===== src/hw/rtl/blsb_pkg.sv =====
// Shared types, constants and bit-deposit helpers for the block-linear blit address generator.
// Used by every module of the block; depends on nothing else.
package blsb_pkg;

  localparam int AddrBits    = 22;
  localparam int PaddedWidth = 1280;
  localparam int YOffBits    = 11;
  localparam int TileRowsLog2 = 7;
  localparam int CfgDataBits = 13;
  localparam int ColBits     = 12;
  localparam int RowBits     = 10;

  // Y coordinate bits occupy address positions 2, 4, 5 and 7 to 10.
  localparam logic [YOffBits-1:0] YMask  = 11'h7B4;
  localparam logic [AddrBits-1:0] XMask  = ~AddrBits'(32'h7B4);

  localparam logic [12:0] MaxWidth  = 13'd4096;
  localparam logic [10:0] MaxHeight = 11'd1024;

  typedef enum logic [1:0] {
    REG_RECT_WIDTH  = 2'd0,
    REG_RECT_HEIGHT = 2'd1,
    REG_ORIGIN_X    = 2'd2,
    REG_ORIGIN_Y    = 2'd3
  } reg_index_t;

  typedef struct packed {
    logic [AddrBits-1:0] addr;
    logic                done;
  } blsb_result_t;

  // Scatter the low bits of v, in order, onto the set bits of XMask.
  function automatic logic [AddrBits-1:0] deposit_x(input logic [31:0] v);
    logic [AddrBits-1:0] res;
    int                  k;
    res = '0;
    k   = 0;
    for (int pos = 0; pos < AddrBits; pos++) begin
      if (XMask[pos]) begin
        res[pos] = v[k];
        k        = k + 1;
      end
    end
    return res;
  endfunction

  // Scatter the low bits of v onto the set bits of YMask.
  function automatic logic [YOffBits-1:0] deposit_y(input logic [TileRowsLog2-1:0] v);
    logic [YOffBits-1:0] res;
    int                  k;
    res = '0;
    k   = 0;
    for (int pos = 0; pos < YOffBits; pos++) begin
      if (YMask[pos]) begin
        res[pos] = v[k];
        k        = k + 1;
      end
    end
    return res;
  endfunction

  // X offset step for one tile row of the padded surface width.
  localparam logic [AddrBits-1:0] IncrRow = deposit_x(32'(PaddedWidth));

endpackage


===== src/hw/rtl/blsb_addr_gen.sv =====
// Position counters and swizzled x/y offset registers; forms the tiled address of each pixel.
// Depends on blsb_pkg.
module blsb_addr_gen
  import blsb_pkg::*;
(
  input  logic               clk,
  input  logic               rst,
  input  logic               advance,
  input  logic [12:0]        rect_width,
  input  logic [10:0]        rect_height,
  input  logic [11:0]        origin_x,
  input  logic [9:0]         origin_y,
  output blsb_result_t       result
);

  logic                started;
  logic [ColBits-1:0]  col_count;
  logic [RowBits-1:0]  row_count;
  logic [AddrBits-1:0] x_offset;
  logic [AddrBits-1:0] row_start_offset;
  logic [YOffBits-1:0] y_offset;

  logic                started_next;
  logic [ColBits-1:0]  col_count_next;
  logic [RowBits-1:0]  row_count_next;
  logic [AddrBits-1:0] x_offset_next;
  logic [AddrBits-1:0] row_start_offset_next;
  logic [YOffBits-1:0] y_offset_next;

  logic [AddrBits-1:0] x_start;
  logic [YOffBits-1:0] y_start;
  logic [AddrBits-1:0] x_cur;
  logic [AddrBits-1:0] rs_cur;
  logic [YOffBits-1:0] y_cur;
  logic [ColBits-1:0]  col_cur;
  logic [RowBits-1:0]  row_cur;
  logic [12:0]         w_eff;
  logic [10:0]         h_eff;
  logic                last_col;
  logic                last_row;
  logic [YOffBits-1:0] y_step;
  logic [AddrBits-1:0] rs_step;

  // Offsets a new rectangle starts from, derived from the origin registers.
  assign x_start = deposit_x(32'(origin_x)) +
                   IncrRow * AddrBits'(origin_y[RowBits-1:TileRowsLog2]);
  assign y_start = deposit_y(origin_y[TileRowsLog2-1:0]);

  assign x_cur   = started ? x_offset         : x_start;
  assign rs_cur  = started ? row_start_offset : x_start;
  assign y_cur   = started ? y_offset         : y_start;
  assign col_cur = started ? col_count        : '0;
  assign row_cur = started ? row_count        : '0;

  always_comb begin
    if (rect_width == '0) begin
      w_eff = 13'd1;
    end else if (rect_width > MaxWidth) begin
      w_eff = MaxWidth;
    end else begin
      w_eff = rect_width;
    end
    if (rect_height == '0) begin
      h_eff = 11'd1;
    end else if (rect_height > MaxHeight) begin
      h_eff = MaxHeight;
    end else begin
      h_eff = rect_height;
    end
  end

  assign last_col = ({1'b0, col_cur} + 13'd1) >= w_eff;
  assign last_row = ({1'b0, row_cur} + 11'd1) >= h_eff;

  assign result.addr = AddrBits'(y_cur) + x_cur;
  assign result.done = last_col && last_row;

  // Masked increment: the borrow ripples across the unmasked gaps.
  assign y_step  = (y_cur - YMask) & YMask;
  assign rs_step = (y_step == '0) ? rs_cur + IncrRow : rs_cur;

  always_comb begin
    started_next          = 1'b1;
    col_count_next        = col_cur;
    row_count_next        = row_cur;
    x_offset_next         = x_cur;
    row_start_offset_next = rs_cur;
    y_offset_next         = y_cur;
    if (!last_col) begin
      col_count_next = col_cur + ColBits'(1);
      x_offset_next  = (x_cur - XMask) & XMask;
    end else if (!last_row) begin
      col_count_next        = '0;
      row_count_next        = row_cur + RowBits'(1);
      y_offset_next         = y_step;
      row_start_offset_next = rs_step;
      x_offset_next         = rs_step;
    end else begin
      col_count_next = '0;
      row_count_next = '0;
      started_next   = 1'b0;
    end
  end

  always_ff @(posedge clk) begin
    if (rst) begin
      started          <= 1'b0;
      col_count        <= '0;
      row_count        <= '0;
      x_offset         <= '0;
      row_start_offset <= '0;
      y_offset         <= '0;
    end else if (advance) begin
      started          <= started_next;
      col_count        <= col_count_next;
      row_count        <= row_count_next;
      x_offset         <= x_offset_next;
      row_start_offset <= row_start_offset_next;
      y_offset         <= y_offset_next;
    end
  end

endmodule


===== src/hw/rtl/blsb_out_reg.sv =====
// Result register holding one finished transaction until the receiver takes it.
// Depends on blsb_pkg.
module blsb_out_reg
  import blsb_pkg::*;
(
  input  logic                clk,
  input  logic                rst,
  input  logic                load,
  input  blsb_result_t        result,
  input  logic [31:0]         pixel,
  input  logic                out_ready,
  output logic                can_load,
  output logic                out_valid,
  output logic [AddrBits-1:0] dest_addr,
  output logic [31:0]         dest_pixel,
  output logic                rect_done
);

  // A new result may enter when the register is empty or is emptied this cycle.
  assign can_load = !out_valid || out_ready;

  always_ff @(posedge clk) begin
    if (rst) begin
      out_valid <= 1'b0;
    end else if (load) begin
      out_valid <= 1'b1;
    end else if (out_ready) begin
      out_valid <= 1'b0;
    end
  end

  always_ff @(posedge clk) begin
    if (load) begin
      dest_addr  <= result.addr;
      dest_pixel <= pixel;
      rect_done  <= result.done;
    end
  end

endmodule


===== src/hw/rtl/block_linear_swizzle_blit_addr.sv =====
// Block-linear tiled address generator for a rectangle blit.
// Instantiates blsb_addr_gen and blsb_out_reg; depends on blsb_pkg.
//
// Source pixels enter on the in_valid/in_ready channel in row-major order.
// Every accepted pixel produces exactly one transaction on the out channel:
// the word address of the pixel in the tiled surface, the pixel itself and
// rect_done, which is high on the last pixel of the rectangle.
// A pixel accepted in one cycle is shown on the outputs in the next. Throughput
// is one pixel per cycle unless the receiver stalls, set by the single result
// register; the address and counter update is one masked add per step.
// in_ready is high whenever the result register is empty or is being taken,
// so a stalled receiver holds the result and stalls the source one-for-one.
// The configuration port writes rect_width, rect_height, origin_x and
// origin_y by index; write them only while no transaction is in flight.
// The origin is taken at the first pixel of each rectangle; sizes are live.
// Reset loads the default 1280 by 720 size at origin zero, empties the result
// register and starts a fresh rectangle.
module block_linear_swizzle_blit_addr
  import blsb_pkg::*;
(
  input  logic                   clk,
  input  logic                   rst,
  input  logic                   cfg_wen,
  input  logic [1:0]             cfg_index,
  input  logic [CfgDataBits-1:0] cfg_data,
  input  logic                   in_valid,
  output logic                   in_ready,
  input  logic [31:0]            src_pixel,
  output logic                   out_valid,
  input  logic                   out_ready,
  output logic [AddrBits-1:0]    dest_addr,
  output logic [31:0]            dest_pixel,
  output logic                   rect_done
);

  logic [12:0]  rect_width;
  logic [10:0]  rect_height;
  logic [11:0]  origin_x;
  logic [9:0]   origin_y;
  logic         accept;
  blsb_result_t result;

  always_ff @(posedge clk) begin
    if (rst) begin
      rect_width  <= 13'd1280;
      rect_height <= 11'd720;
      origin_x    <= '0;
      origin_y    <= '0;
    end else if (cfg_wen) begin
      unique case (reg_index_t'(cfg_index))
        REG_RECT_WIDTH:  rect_width  <= cfg_data[12:0];
        REG_RECT_HEIGHT: rect_height <= cfg_data[10:0];
        REG_ORIGIN_X:    origin_x    <= cfg_data[11:0];
        REG_ORIGIN_Y:    origin_y    <= cfg_data[9:0];
        default: ;
      endcase
    end
  end

  assign accept = in_valid && in_ready;

  blsb_addr_gen u_addr_gen (
    .clk         (clk),
    .rst         (rst),
    .advance     (accept),
    .rect_width  (rect_width),
    .rect_height (rect_height),
    .origin_x    (origin_x),
    .origin_y    (origin_y),
    .result      (result)
  );

  blsb_out_reg u_out_reg (
    .clk        (clk),
    .rst        (rst),
    .load       (accept),
    .result     (result),
    .pixel      (src_pixel),
    .out_ready  (out_ready),
    .can_load   (in_ready),
    .out_valid  (out_valid),
    .dest_addr  (dest_addr),
    .dest_pixel (dest_pixel),
    .rect_done  (rect_done)
  );

endmodule


===== config.mk =====
export PLATFORM = sky130hd
export DESIGN_NAME = block_linear_swizzle_blit_addr
export DESIGN_NICKNAME = d
export VERILOG_FILES = /design/src/hw/rtl/blsb_pkg.sv /design/src/hw/rtl/blsb_addr_gen.sv /design/src/hw/rtl/blsb_out_reg.sv /design/src/hw/rtl/block_linear_swizzle_blit_addr.sv
export SDC_FILE = /design/constraint.sdc
export NUM_CORES = 1
export LEC_CHECK = 0
export BUFFER_PORTS_ARGS = -buffer_cell sky130_fd_sc_hd__buf_4
export CELL_PAD_IN_SITES_DETAIL_PLACEMENT = 0
export CELL_PAD_IN_SITES_GLOBAL_PLACEMENT = 1
export CORE_MARGIN = 10
export CORE_UTILIZATION = 45
export CTS_BUF_LIST = sky130_fd_sc_hd__clkbuf_16
export DETAILED_ROUTE_END_ITERATION = 8
export PLACE_DENSITY = 0.82
export SLEW_MARGIN = 20
export SYNTH_ARGS = -nofsm -noshare
export SYNTH_HDL_FRONTEND = slang
export SYNTH_SLANG_ARGS = --single-unit

===== constraint.sdc =====
create_clock -name clk -period 5.9 [get_ports clk]
set_input_delay 0 -clock clk [delete_from_list [all_inputs] [get_ports clk]]
set_output_delay 0 -clock clk [all_outputs]
set_load 0.1 [all_outputs]

==> results_dict.tcl, run 1 <==
set metrics [dict create \
    vdd.ir_drop.worst_mv 0.194 \
    synth_flop_cell "dfxtp_1" \
    regArea_um2 4160 \
    pin_count 109 \
    synth_top_area_share_pct 25.8 \
    synth_top_cell_by_area "dfxtp_1" \
    hold_viol_final 0 \
    synth_area_um2 9690 \
    seqPwrFrac_pct 45.2 \
    grt_usage_pct 17.9 \
    nFillCells 1930 \
    yosys_warnings 0 \
    worst_slew_pin_slew_ns 0.844 \
    die_h_um 167 \
    ys_seq_elements 180 \
    dieWidth_um 167 \
    clock_latency_ns 0.43 \
    comb_power_share_pct 15.8 \
    reg2reg_depth 18 \
    p_int_uw 2130 \
    grt_max_degree 72 \
    route.detailed.drc 0 \
    syn_avg_cell_area_um2 8.74 \
    die_area_um2 27800 \
    drtPass1Iterations 5 \
    nNetsFinal 1337 \
    start_kind "flop" \
    hold_depth 4 \
    synth_area_leaders "dfxtp_1, edfxtp_1, nand2_1" \
    synth_edf_count 55 \
    power_leakage_uw 0.00457 \
    reg2reg_slack_ns 1.42 \
    status "complete, no violations" \
    syn_nets 1209 \
    powerDensity_nw_per_um2 256 \
    fin_crit_ns 4.48 \
    port_buffers 108 \
    grt.overflow.total 0 \
    fin_crit_sh_pct 75.9 \
    path_class "flop to flop" \
    fp-row-count 53 \
    antenna_found_initial 0 \
    synth_cells 1109 \
    grt_pass1_wl_mm 41.6 \
    via_per_inst 5.36 \
    slew_violations 0 \
    rsz0062_at_grt "false" \
    drv_cap 0 \
    p_clk_share_pct 39.1 \
    numClockSinks 180 \
    worstPathArrival_ns 4.85 \
    drt_iter0_drc 669 \
    vias 8176 \
    gp_congestion 0.842 \
    antenna_left 0 \
    postLayoutCoreUtil_pct 55.5 \
    skew_ns 0.00857 \
    ctsHoldBuffers 47 \
    multi_input_area_um2 5150 \
    crit_fanout 29 \
    finalSetupViolations 0 \
    sw_frac_of_total_pct 28.9 \
    required_ns 6.27 \
    grt_pass1_vias 7948 \
    hpwlAfterDp_mm 17.8 \
    final_layout_size_suffix_gt1_share_pct 14.9 \
    crit_path_end_kind "flop" \
    cts-root-buf "clkbuf_16" \
    wl_mm 25.1 \
    fmax_mhz 223 \
    ys_async_sr_fraction_pct 0 \
    clk_pin_slew_ns 0.07 \
    start_util_pct 46.0 \
    max-clock-path-buffers 2 \
    maxSlewHeadroom_pct 43.5 \
    core_um2 21100 \
    cts-buffers-inserted 17 \
    htreeDepth 4 \
    yosysSeqAreaShare_pct 42.8 \
    cts_setup_buffers 0 \
    hold_ws_ns 0.0163 \
    syn_to_final_growth_pct 20.8 \
    antenna_cells 0 \
    switchingPower_uw 868 \
    cts_tree "done" \
    synth_cell_types 82 \
    tns_ns 0 \
    hold_class "input port to flop" \
    cts_resized 0 \
    wl_per_cell_um 16.5 \
]
## state kept, by name, summed over array words and instances (netlist names)
name and flops:
u_addr_gen.row_start_offset 22, rect_height 11, u_addr_gen.row_count 10, u_addr_gen.y_offset 11, u_addr_gen.col_count 12, u_out_reg.dest_addr 22
rect_width 13, u_addr_gen.started 1, u_out_reg.rect_done 1, u_out_reg.out_valid 1, u_out_reg.dest_pixel 32, origin_y 10
origin_x 12, u_addr_gen.x_offset 22
## metrics by stage
step                total power [µW]  area, µm²  setup slack (ns)  cells
floorplan                       1720       9690             0.872   1109
finish                          3000      11700              1.42   1525
global route                    3110      11700             0.975   1525
detailed placement              1830      10600              1.49   1446
CTS                             3030      11700              1.46   1525
global placement                1820      10600              1.61   1446
## layout make-up
type	instances	area share, %
Clock inverter	15	1.52
Multi-Input combinational cell	848	44.0
Clock buffer	17	3.63
Timing Repair Buffer	166	11.6
Inverter	24	0.780
Tap cell	275	2.94
Sequential cell	180	35.5
## synth_stat cells (3+ instances only)
master	count
nand2_1	218
dfxtp_1	125
a21oi_1	109
nor2_1	82
edfxtp_1	55
ha_1	46
nand3_1	40
xnor2_1	36
and2_1	32
clkbuf_1	30
nor3_1	28
o21ai_0	26
inv_1	23
a22oi_1	21
mux2i_1	20
xor2_1	16
buf_2	13
a211oi_1	12
nor2b_1	12
nand3b_1	10
nand4_1	8
a31oi_1	7
and3_1	7
buf_1	6
nand2b_1	6
nor3b_1	6
nor4_1	6
or3_1	6
a21o_1	5
mux2_2	5
o21a_1	5
buf_6	4
o2111ai_1	4
o211ai_1	4
or2_2	4
a311oi_1	3
a32oi_1	3
nand2_2	3
o21bai_1	3
o22ai_1	3
## routing by layer
metal,global-route usage [%],routed length (µm),up-vias
met5,0,0,-
met3,3.37,1150,25
met1,25.5,13000,3787
li1,-,-,4160
met4,4.70,335,0
met2,26.9,10600,204
## path summary, 6_finish.rpt
kind	from	end
hold reg to reg	u_addr_gen.row_start_offset[0]$_SDFFE_PP0P_	u_addr_gen.row_start_offset[0]$_SDFFE_PP0P_
setup / recovery	u_addr_gen.started$_SDFFE_PP0P_	u_addr_gen.x_offset[9]$_SDFFE_PP0P_
hold / removal	cfg_index[1]	rect_height[8]$_SDFFE_PP0P_
setup reg to reg	u_addr_gen.started$_SDFFE_PP0P_	u_addr_gen.x_offset[9]$_SDFFE_PP0P_
## power by group through the flow
| stage | logic [µW] | clock network [µW] | registers (µW) |
|---|---|---|---|
| global placement | 444 | 0 | 1380 |
| detailed placement | 447 | 0 | 1380 |
| finish | 473 | 1170 | 1350 |
| CTS | 473 | 1200 | 1350 |
| floorplan | 175 | 0 | 1540 |
| global route | 505 | 1250 | 1360 |
## cell families after synthesis
kind of cell    count (synthesis)  synth area share (%)
fa+ha+maj                      48                  6.35
flops                         180                  42.8
xor+xnor                       52                  4.70
simple gates                  485                  23.5
mux                            28                  3.16
compound gates                235                  15.4
buf+inv                        81                  4.05
## placed cells by master, fill, tap and decap left out, drive strengths merged, types with 28 or more instances in the layout
cell and n:
a21oi 110, nand3 40, nor3 29, xnor2 36
and2 33, nor2 85, inv 29, o21ai 28
dlygate4sd3 47, nand2 221, dfxtp 125, buf 119
ha 46, edfxtp 55
## worst max-delay path, cell delays in order, from the launching register on
cell and delay (ns):
dfxtp_4 0.50, nand2_1 0.13, inv_1 0.10, ha_1 0.19, nand3_1 0.12, nor2_1 0.18, nand4_1 0.19, or3_1 0.41
a21boi_2 0.19, ha_1 0.20, nor3_1 0.05, or3_1 0.37, a311oi_2 0.33, or3_1 0.47, nand2_1 0.17, inv_1 0.25
a21o_1 0.30, a22oi_1 0.13, nor2_1 0.10
(Power assumes the default switching activity.)
==> run 2: changes to the inputs <==
ABC_AREA = 1   (was unset)
CORE_UTILIZATION = 44   (was 45)
PLACE_DENSITY = 0.83   (was 0.82)
clock period = 4.3 ns   (was 5.9 ns; I/O delays follow)
==> run 2 against run 1 <==
Clock-buffer cell count unchanged. First-iteration DRC count rose by 7.2%. Synthesized area rose by 3.5%. Core utilization shrank 1.9 points. Die area increased by 5.1%. Sequential power is 40% higher. Worst hold slack better by 0.025 ns. Worst setup slack got worse by 0.75 ns. Via count increased by 9.0%. Synthesized cell count increased by 19%. Routed wire length is 5.4% higher. Design area grew 3.0%.
==> results_dict.tcl, run 2 <==
set metrics [dict create \
    tns_ns 0 \
    grt_usage_pct 18.1 \
    largest-register "u_out_reg.dest_pixel" \
    path_buf_inv 3 \
    timing.rr.start "u_addr_gen.started$_SDFFE_PP0P_" \
    start_util_pct 44.6 \
    path_class "flop to flop" \
    skew_ns 0.0154 \
    route.detailed.drc 0 \
    cts-buffers-inserted 17 \
    synth_flop_cell "dfxtp_1" \
    fin_crit_ns 3.63 \
    synth_cells 1324 \
    synth_top_area_share_pct 25.0 \
    die_h_um 171 \
    path_cells "nand2_1, inv_1, ha_1, nand3_1, nor2_2, nand3_1, nor2_1, and3_2, xor2_2, ha_1, a21oi_1, o21ai_0, a21oi_1, nand3_1, nand2_1, clkinv_1, a21oi_1, nand3_1, nand2_1, inv_1" \
    synth_cell_types 50 \
    grt.overflow.total 0 \
    hold_end "rect_height[7]$_SDFFE_PP1P_" \
    wl_met1_mm 12.9 \
    syn_avg_cell_area_um2 7.58 \
    synth.most_common_cell "nand2_1" \
    wl_mm 26.5 \
    largest_reg_flops 32 \
    antenna_cells 0 \
    max-clock-path-buffers 2 \
    nFillCells 2117 \
    grt_max_degree 76 \
    start_kind "flop" \
    synth_edf_count 55 \
    drtPass1Iterations 5 \
    wl_per_cell_um 15.1 \
    fmax_mhz 275 \
    hpwlAfterDp_mm 18.6 \
    via_per_inst 5.08 \
    yosys_warnings 0 \
    cp_slowest_stage_delay_ns 0.35 \
    worstPathArrival_ns 3.96 \
    crit_path_end_kind "flop" \
    synth_area_um2 10000 \
    place_ws_ns 0.682 \
    antenna_found_initial 0 \
    power_leakage_uw 0.00558 \
    hp-start "cfg_index[1]" \
    hold_class "input port to flop" \
    vias 8914 \
    finalSetupViolations 0 \
    routed.top_layer "met4" \
    drt_iter0_drc 717 \
    worst_slew_pin_slew_ns 0.960 \
    rsz0062_at_grt "false" \
    cts-root-buf "clkbuf_16" \
    fin_ws_ns 0.669 \
    fin_crit_sh_pct 84.4 \
    synthTopCellsByCount "nand2_1, inv_1, dfxtp_1" \
    reg2reg_depth 20 \
    drv_cap 0 \
    numClockSinks 180 \
    reg2reg_slack_ns 0.67 \
    core_um2 22500 \
    fp-row-count 55 \
    hold_viol_final 0 \
    ys_async_sr_fraction_pct 0 \
    critPathSlowestCell "dfxtp_2" \
    crit_family "simple AND/OR/NAND/NOR gates" \
    required_ns 4.63 \
    clock_latency_ns 0.43 \
    pin_count 109 \
    die_area_um2 29200 \
    syn_to_final_growth_pct 20.3 \
    timing.critical_path.mode_cell "nand3_1" \
    final_cell_mix "nand2_1, inv_1, dfxtp_1" \
    status "complete, no violations" \
    synth_area_leaders "dfxtp_1, edfxtp_1, nand2_1" \
    grt_pass1_vias 8411 \
    ys_seq_elements 180 \
    synth_top_cell_by_area "dfxtp_1" \
    final_common_cell "nand2_1" \
    cts_setup_buffers 0 \
    r2r-end "u_addr_gen.x_offset[14]$_SDFFE_PP0P_" \
    grt_pass1_wl_mm 43.0 \
    htreeDepth 4 \
    vdd.ir_drop.worst_mv 0.274 \
    antenna_left 0 \
    wl_met3_mm 1.51 \
    maxSlewHeadroom_pct 35.8 \
    powerDensity_nw_per_um2 354 \
    gp_congestion 0.860 \
    dieWidth_um 171 \
    yosysSeqAreaShare_pct 41.4 \
    cts_tree "done" \
    crit_fanout 9 \
    clk_pin_slew_ns 0.07 \
    port_buffers 108 \
    hold_depth 5 \
    slew_violations 0 \
    final_layout_size_suffix_gt1_share_pct 14.8 \
    startpoint "u_addr_gen.started$_SDFFE_PP0P_" \
    nNetsFinal 1558 \
    syn_nets 1424 \
    wl_met2_mm 11.8 \
]
==> run 2: cell count changes in the layout (fill, tap and decap cells not counted), sizes merged, moves of 15 or more <==
cell,before,now
nand2,221,362
nor3,29,5
nand3,40,79
a22oi,21,6
nor2,85,104
o21ai,28,113
xor2,16,39
mux2i,23,0
xnor2,36,10
inv,29,160
and2,33,0
==> run 2: area by class of cell <==
class	count	area, µm²	area share (%)
Clock buffer	17	425	3.53
Tap cell	285	357	2.96
Inverter	152	576	4.77
Timing Repair Buffer	169	1380	11.5
Sequential cell	180	4160	34.4
Multi-Input combinational cell	938	5030	41.7
Clock inverter	15	140	1.16
==> run 2: metal layers <==
| layer | vias up | track usage [%] |
|---|---|---|
| li1 | 4621 | - |
| met1 | 4029 | 24.4 |
| met2 | 245 | 29.3 |
| met3 | 19 | 3.29 |
| met4 | 0 | 4.20 |
| met5 | - | 0 |
==> run 2: cells by family (layout without fill, tap and decap cells) <==
logic type	Yosys count	count (layout)	synth area share [%]
AOI/OAI and AO/OA	261	261	14.1
and+or+nand+nor	580	580	25.5
adders and majority gates	48	48	6.14
buffers and inverters	206	353	8.47
DFF	180	180	41.4
xor gates and xnor gates	49	49	4.35
==> run 2: worst max path at each step <==
stage | to | depth (start not counted)
6_report | u_addr_gen.x_offset[14]$_SDFFE_PP0P_ | 20
5_1_grt | u_addr_gen.x_offset[20]$_SDFFE_PP0P_ | 20
4_1_cts | u_addr_gen.x_offset[14]$_SDFFE_PP0P_ | 20
3_5_place_dp | u_addr_gen.x_offset[14]$_SDFFE_PP0P_ | 20
3_3_place_gp | u_out_reg.dest_addr[18]$_DFFE_PP_ | 18
2_1_floorplan | u_out_reg.dest_addr[0]$_DFFE_PP_ | 5
==> run 2: stage by stage <==
stage / hold slack, ns / cells / total power [µW] / instance area, µm² / util [%]
floorplan: 0.0989 / 1324 / 2550 / 10000 / -
global placement: 0.178 / 1678 / 2750 / 11000 / 49.1
detailed placement: 0.180 / 1678 / 2760 / 11000 / 49.1
CTS: 0.0216 / 1756 / 4310 / 12100 / 53.6
global route: 0.0571 / 1756 / 4450 / 12100 / 53.6
finish: 0.0413 / 1756 / 4270 / 12100 / 53.6
==> run 2: repair_timing <==
action | CTS | global route
hold endpoints to repair | 79 | 0
hold buffers | 46 | 0
gates resized for setup | 0 | 0
==> run 2: power breakdown <==
| group | switching [µW] | total (µW) | internal [µW] |
|---|---|---|---|
| clock network | 746 | 1520 | 769 |
| logic | 620 | 860 | 240 |
| registers | 44.9 | 1890 | 1850 |
| total | 1410 | 4270 | 2860 |
==> run 2: worst register-to-register path: stages (launching register included) <==
cell      delay [ns]
dfxtp_2         0.35
nand2_1         0.11
inv_1           0.11
ha_1            0.18
nand3_1         0.10
nor2_2          0.15
nand3_1         0.11
nor2_1          0.15
and3_2          0.23
xor2_2          0.16
ha_1            0.28
a21oi_1         0.14
o21ai_0         0.11
a21oi_1         0.12
nand3_1         0.26
nand2_1         0.23
clkinv_1        0.32
a21oi_1         0.23
nand3_1         0.09
nand2_1         0.09
inv_1           0.03
